File: src/bpu_pkg.sv
// Shared types and constants of the BMP pixel unpacker.
// Used by every module of the block but bpu_ram; depends on nothing else.
package bpu_pkg;

  localparam int unsigned DimW       = 13;
  localparam int unsigned CoordW     = 12;
  localparam int unsigned RowByteW   = 15;
  localparam int unsigned ColorW     = 24;
  localparam int unsigned PixelW     = 32;
  localparam int unsigned PaletteSize = 256;
  localparam int unsigned PalIndexW  = $clog2(PaletteSize);

  localparam logic [DimW-1:0] MaxDim = 13'd4096;

  // Source depth codes; the unused fourth code behaves as 32-bit.
  localparam logic [1:0] DepthPal8  = 2'd0;
  localparam logic [1:0] DepthRgb24 = 2'd1;
  localparam logic [1:0] DepthXrgb32 = 2'd2;

  localparam logic ReqPalette = 1'b0;
  localparam logic ReqByte    = 1'b1;

  typedef enum logic [1:0] {
    RegDepthMode   = 2'd0,
    RegImageWidth  = 2'd1,
    RegImageHeight = 2'd2,
    RegTopDown     = 2'd3
  } cfg_reg_e;

  typedef struct packed {
    logic [1:0]      depth_mode;
    logic [DimW-1:0] image_width;
    logic [DimW-1:0] image_height;
    logic            top_down;
  } cfg_t;

  typedef struct packed {
    logic              produce;
    logic [CoordW-1:0] dest_x;
    logic [CoordW-1:0] dest_y;
    logic [PixelW-1:0] pixel;
    logic              last_pixel;
  } result_t;

  function automatic logic [DimW-1:0] clamp_dim(input logic [DimW-1:0] v);
    logic [DimW-1:0] r;
    if (v == '0) begin
      r = DimW'(1);
    end else if (v > MaxDim) begin
      r = MaxDim;
    end else begin
      r = v;
    end
    return r;
  endfunction

endpackage

File: src/bpu_unpack.sv
// Row, column and byte counters plus pixel assembly for one beat per cycle while fire_i is high.
// Depends on bpu_pkg.
module bpu_unpack (
  input  logic                       clk_i,
  input  logic                       rst_ni,
  input  bpu_pkg::cfg_t              cfg_i,
  input  logic                       fire_i,
  input  logic                       req_type_i,
  input  logic [7:0]                 data_byte_i,
  input  logic [bpu_pkg::ColorW-1:0] pal_color_i,
  output bpu_pkg::result_t           result_o
);
  import bpu_pkg::*;

  logic [RowByteW-1:0] byte_in_row_q, byte_in_row_d;
  logic [1:0]          byte_in_pixel_q, byte_in_pixel_d;
  logic [ColorW-1:0]   assembly_q, assembly_d;
  logic [CoordW-1:0]   column_q, column_d;
  logic [DimW-1:0]     source_row_q, source_row_d;

  logic [DimW-1:0]     width_eff, height_eff, width_m1, height_m1, target_row;
  logic [2:0]          bpp;
  logic [RowByteW-1:0] data_bytes, row_round, row_size;
  logic [RowByteW:0]   row_next;
  logic [ColorW-1:0]   assembly_eff;
  logic                active, in_data, complete, last;
  logic [PixelW-1:0]   word;

  always_comb begin
    width_eff  = clamp_dim(cfg_i.image_width);
    height_eff = clamp_dim(cfg_i.image_height);
    width_m1   = width_eff - DimW'(1);
    height_m1  = height_eff - DimW'(1);

    case (cfg_i.depth_mode)
      DepthPal8: begin
        bpp        = 3'd1;
        data_bytes = RowByteW'(width_eff);
      end
      DepthRgb24: begin
        bpp        = 3'd3;
        data_bytes = RowByteW'(width_eff) + RowByteW'({width_eff, 1'b0});
      end
      default: begin
        bpp        = 3'd4;
        data_bytes = RowByteW'({width_eff, 2'b00});
      end
    endcase
    // Rows are padded up to a whole number of 32-bit words.
    row_round = data_bytes + RowByteW'(3);
    row_size  = {row_round[RowByteW-1:2], 2'b00};

    active       = source_row_q < height_eff;
    in_data      = byte_in_row_q < data_bytes;
    complete     = ({1'b0, byte_in_pixel_q} + 3'd1) >= bpp;
    assembly_eff = (byte_in_pixel_q == 2'd0) ? '0 : assembly_q;
    last         = (source_row_q == height_m1) && ({1'b0, column_q} >= width_m1);
    target_row   = cfg_i.top_down ? source_row_q : (height_m1 - source_row_q);
    row_next     = {1'b0, byte_in_row_q} + (RowByteW + 1)'(1);

    case (bpp)
      3'd1:    word = {8'h00, pal_color_i};
      3'd3:    word = {8'h00, assembly_eff} | {8'h00, data_byte_i, 16'h0000};
      default: word = {8'h00, assembly_eff} | {data_byte_i, 24'h000000};
    endcase
  end

  always_comb begin
    byte_in_row_d   = byte_in_row_q;
    byte_in_pixel_d = byte_in_pixel_q;
    assembly_d      = assembly_q;
    column_d        = column_q;
    source_row_d    = source_row_q;
    result_o.produce    = 1'b0;
    result_o.dest_x     = column_q;
    result_o.dest_y     = target_row[CoordW-1:0];
    result_o.pixel      = word;
    result_o.last_pixel = last;

    if (fire_i && (req_type_i == ReqByte) && active) begin
      if (in_data && complete) begin
        result_o.produce = 1'b1;
        byte_in_pixel_d  = 2'd0;
        assembly_d       = assembly_eff;
        column_d         = column_q + CoordW'(1);
      end else if (in_data) begin
        case (byte_in_pixel_q)
          2'd0:    assembly_d = assembly_eff | {16'h0000, data_byte_i};
          2'd1:    assembly_d = assembly_eff | {8'h00, data_byte_i, 8'h00};
          2'd2:    assembly_d = assembly_eff | {data_byte_i, 16'h0000};
          default: assembly_d = assembly_eff;
        endcase
        byte_in_pixel_d = byte_in_pixel_q + 2'd1;
      end

      if (in_data && complete && last) begin
        // The image is done; park the row counter so later beats are dropped.
        source_row_d  = height_eff;
        byte_in_row_d = '0;
        column_d      = '0;
      end else if (row_next >= {1'b0, row_size}) begin
        byte_in_row_d   = '0;
        byte_in_pixel_d = 2'd0;
        column_d        = '0;
        source_row_d    = source_row_q + DimW'(1);
      end else begin
        byte_in_row_d = row_next[RowByteW-1:0];
      end
    end
  end

  always_ff @(posedge clk_i or negedge rst_ni) begin
    if (!rst_ni) begin
      byte_in_row_q   <= '0;
      byte_in_pixel_q <= '0;
      assembly_q      <= '0;
      column_q        <= '0;
      source_row_q    <= '0;
    end else begin
      byte_in_row_q   <= byte_in_row_d;
      byte_in_pixel_q <= byte_in_pixel_d;
      assembly_q      <= assembly_d;
      column_q        <= column_d;
      source_row_q    <= source_row_d;
    end
  end

endmodule

File: config.mk
export PLATFORM = sky130hd
export DESIGN_NAME = bpu_unpack
export DESIGN_NICKNAME = d
export VERILOG_FILES = /design/src/bpu_pkg.sv /design/src/bpu_unpack.sv
export SDC_FILE = /design/constraint.sdc
export NUM_CORES = 1
export LEC_CHECK = 0
export ABC_AREA = 1
export ABC_CLOCK_PERIOD_IN_PS = 8500
export BUFFER_PORTS_ARGS = -buffer_cell sky130_fd_sc_hd__clkbuf_2
export CAP_MARGIN = 20
export CORE_MARGIN = 2
export CORE_UTILIZATION = 34
export DETAILED_ROUTE_END_ITERATION = 16
export HOLD_SLACK_MARGIN = 0.15
export PLACE_DENSITY_LB_ADDON = 0.1
export SKIP_CTS_REPAIR_TIMING = 1
export SLEW_MARGIN = 25
export SYNTH_ARGS = -nofsm -noshare
export SYNTH_HDL_FRONTEND = slang
export SYNTH_SLANG_ARGS = --single-unit
File: constraint.sdc
create_clock -name clk_i -period 8.5 [get_ports clk_i]
set_clock_uncertainty 0.05 [all_clocks]
set_input_delay 2.55 -clock clk_i [delete_from_list [all_inputs] [get_ports clk_i]]
set_output_delay 2.55 -clock clk_i [all_outputs]
set_load 0.005 [all_outputs]
==> impl_metrics.py <==
metrics = {
    "synth": {
        "synthArstFlopShare": 1.000,
        "synth.distinct_cells": 43,
        "synth_edf_count": 0,
        "ys_warn_count": 0,
        "yosys-mux-area-fraction": 0,
        "synth.yosys.seq_area_share": 0.1956,
        "synthTopCellsByArea": "dfrtp_1, nand2_1, ha_1",
        "yosys.area.top_type_share": 0.1956,
        "synthesis.nets": 1507,
        "synth_area_per_cell_um2": 6.314,
        "syn_area_um2": 8442,
        "synth_top_family_by_area": "simple AND/OR/NAND/NOR gates",
        "yosys.area.top_type": "dfrtp_1",
        "ys_ff_latch": 66,
        "postSynthCellCount": 1337,
        "ys.flop_type": "dfrtp_1",
        "synth_xor_area_frac": 0.06640,
        "synthSimpleGateAreaFrac": 0.3541,
        "synth-adder-area-share": 0.1574,
        "synth-compound-area-share": 0.1258,
    },
    "critical_path": {
        "rr_worst_depth": 18,
        "criticalPathCategory": "primary input to output pin",
        "start_kind": "primary input",
        "slowest_delay_ns": 0.42,
        "critPathCaptureType": "output pin",
        "r2r-end": "byte_in_row_q[0]",
        "crit_arrival_ns": 5.80,
        "cp_data_required_time_ns": 5.90,
        "path_cells": "clkbuf_2 -> inv_2 -> nand2_1 -> ha_1 -> inv_1 -> o21bai_1 -> a21boi_1 -> nand3_2 -> buf_6 -> o211ai_1 -> ha_1 -> nand4_1 -> a31oi_2 -> nor3_1 -> a21boi_2 -> nand3b_1 -> nor2_1 -> buf_2",
        "crit-reg2reg-launch": "byte_in_row_q[2]",
        "slowest_stage": "ha_1",
        "path_common_cell": "ha_1",
        "r2r_setup_slack_ns": 4.29,
        "worstSetupEndpoint": "result_o[57]",
        "crit_family": "compound AO/OA/AOI/OAI gates",
        "worst-path-buf-inv": 5,
        "crit_cells": 18,
        "crit_path_start": "cfg_i[26]",
        "crit_path_max_fanout": 6,
    },
    "clock_network": {
        "root_buffer": "clkbuf_16",
        "clk_path_buf_depth": 2,
        "cts_buffers": 9,
        "clkSlewWorstSetupHoldPaths_ns": 0.06,
        "htreeDepth": 3,
        "clock_latency_ns": 0.35,
        "numClockSinks": 66,
        "cts_tree": "yes",
    },
    "floorplanning": {
        "fp.dieW_um": 161.6,
        "rows": 57,
        "initial_utilization": 0.3471,
        "core_area_um2": 24320,
        "io_pins": 123,
        "die_h_um": 161.6,
        "die_area_um2": 26100,
    },
    "layout": {
        "nFillCells": 2560,
        "regArea_um2": 1652,
        "syn2layout_area_growth_pct": 31.54,
        "final_common_cell": "nand2_1",
        "multi_input_comb_area_um2": 6625,
        "num_antenna_cells": 0,
        "fin_nets": 1703,
        "final_cell_mix": "nand2_1, inv_1, clkbuf_2",
        "drive_above_1_share": 0.2432,
        "final_area_um2": 11100,
        "fin_cells": 1862,
        "final_util": 0.4566,
    },
    "power": {
        "powerDensity_nw_per_um2": 225.6,
        "comb_power_share": 0.623,
        "ir_drop_v": 0.0001421,
        "switching_share": 0.5033,
        "p_leak_nw": 5.858,
        "power_mw": 2.505,
        "p_seq_frac": 0.215,
        "switchingPower_mw": 1.261,
        "p_clk_frac": 0.162,
        "intPower_mw": 1.244,
    },
    "timing": {
        "whs_ns": 0.4395,
        "rsz0062_at_grt": "true",
        "layout_setup_ws_ns": 0.1002,
        "post-route-min-period_ns": 8.400,
        "fmax_mhz": 119.1,
        "hold_viol": 0,
        "max_slew.worst_pin.slew_ns": 0.9813,
        "slew_viol_final": 0,
        "setup_viol": 0,
        "relSlewSlack": 0.3451,
        "setup_tns_ns": 0,
        "timing.final.crit_share": 0.9882,
    },
    "placed_design": {
        "dpl.cell_count": 1835,
        "pre_cts_slack_ns": -0.2649,
        "portBuffers": 122,
        "dp_hpwl_um": 21380,
        "gp_congestion": 0.8892,
        "postPlaceCellArea_um2": 9950,
    },
    "routing": {
        "drt-vias-per-instance": 4.894,
        "wl_um": 27460,
        "num_vias": 9113,
        "drcViolationCount": 0,
        "drt_iter0_markers": 485,
        "ant_nets": 0,
        "first_pass_iters": 5,
        "wl_per_cell_um": 14.75,
    },
    "job": {
        "drv_cap": 0,
    },
    "worst_hold_path": {
        "hp-class": "flop to flop",
    },
    "run_status": {
        "status": "finished clean",
    },
    "global_route": {
        "antenna_found_initial": 0,
        "grt_max_degree": 67,
        "grt_overflow": 0,
        "grt_pass1_wl_um": 44090,
        "grt_pass1_vias": 8577,
        "grt_use_total": 0.2099,
    },
}
[cells by family after synthesis]
logic type	count (synthesis)
XOR/XNOR	64
AO/OA/AOI/OAI	188
adder cells (fa/ha/maj)	105
buffers and inverters	216
flip-flops	66
AND/OR/NAND/NOR	698
[how the worst min path moves through the flow]
| stage | from | endpoint | slack, ns | cells past startpoint |
|---|---|---|---|---|
| 2_1_floorplan | flop | flop | 0.41 | 1 |
| 3_3_place_gp | flop | flop | 0.42 | 1 |
| 3_5_place_dp | flop | flop | 0.43 | 1 |
| 4_1_cts | flop | flop | 0.45 | 1 |
| 5_1_grt | flop | flop | 0.46 | 1 |
| 6_report | flop | flop | 0.44 | 1 |
[cells in the mapped netlist (4+ instances only)]
cell,number
o22ai_1,14
a31oi_1,4
clkbuf_1,23
inv_2,6
o21ai_0,80
ha_1,103
nand4_1,23
xnor2_1,9
o211ai_1,10
a21oi_1,54
o21a_1,9
nand2_1,395
buf_2,4
nand3_1,116
nor2_2,6
xor2_1,55
nor3_1,18
or2_2,7
nand2_2,11
nor2_1,105
nand3b_1,7
dfrtp_1,66
inv_1,174
[area by class of cell]
cell class                      instances  share of cell area
Sequential cell                        66              0.1487
Clock buffer                           10             0.02152
Timing Repair Buffer                  221              0.1283
Tap cell                              324             0.03651
Inverter                              180             0.06175
Multi-Input combinational cell       1055              0.5966
Clock inverter                          6            0.006535
[power groups by stage]
stage          sequential [mW]  combinational (mW)  clock, mW
4_1_cts                  0.536                1.50      0.417
5_1_grt                  0.557                1.79      0.428
3_5_place_dp             0.540                1.49          0
3_3_place_gp             0.540                1.48          0
2_1_floorplan            0.507                1.04          0
6_report                 0.539                1.56      0.405
[metal layers]
metal	wire (µm)	track usage	part of all wire
met5	0	0	0
met4	373	0.04383	0.014
met3	1218	0.02851	0.044
met2	12340	0.3378	0.45
met1	13540	0.2996	0.49
No activity file was read; power rests on OpenSTA's default activity.
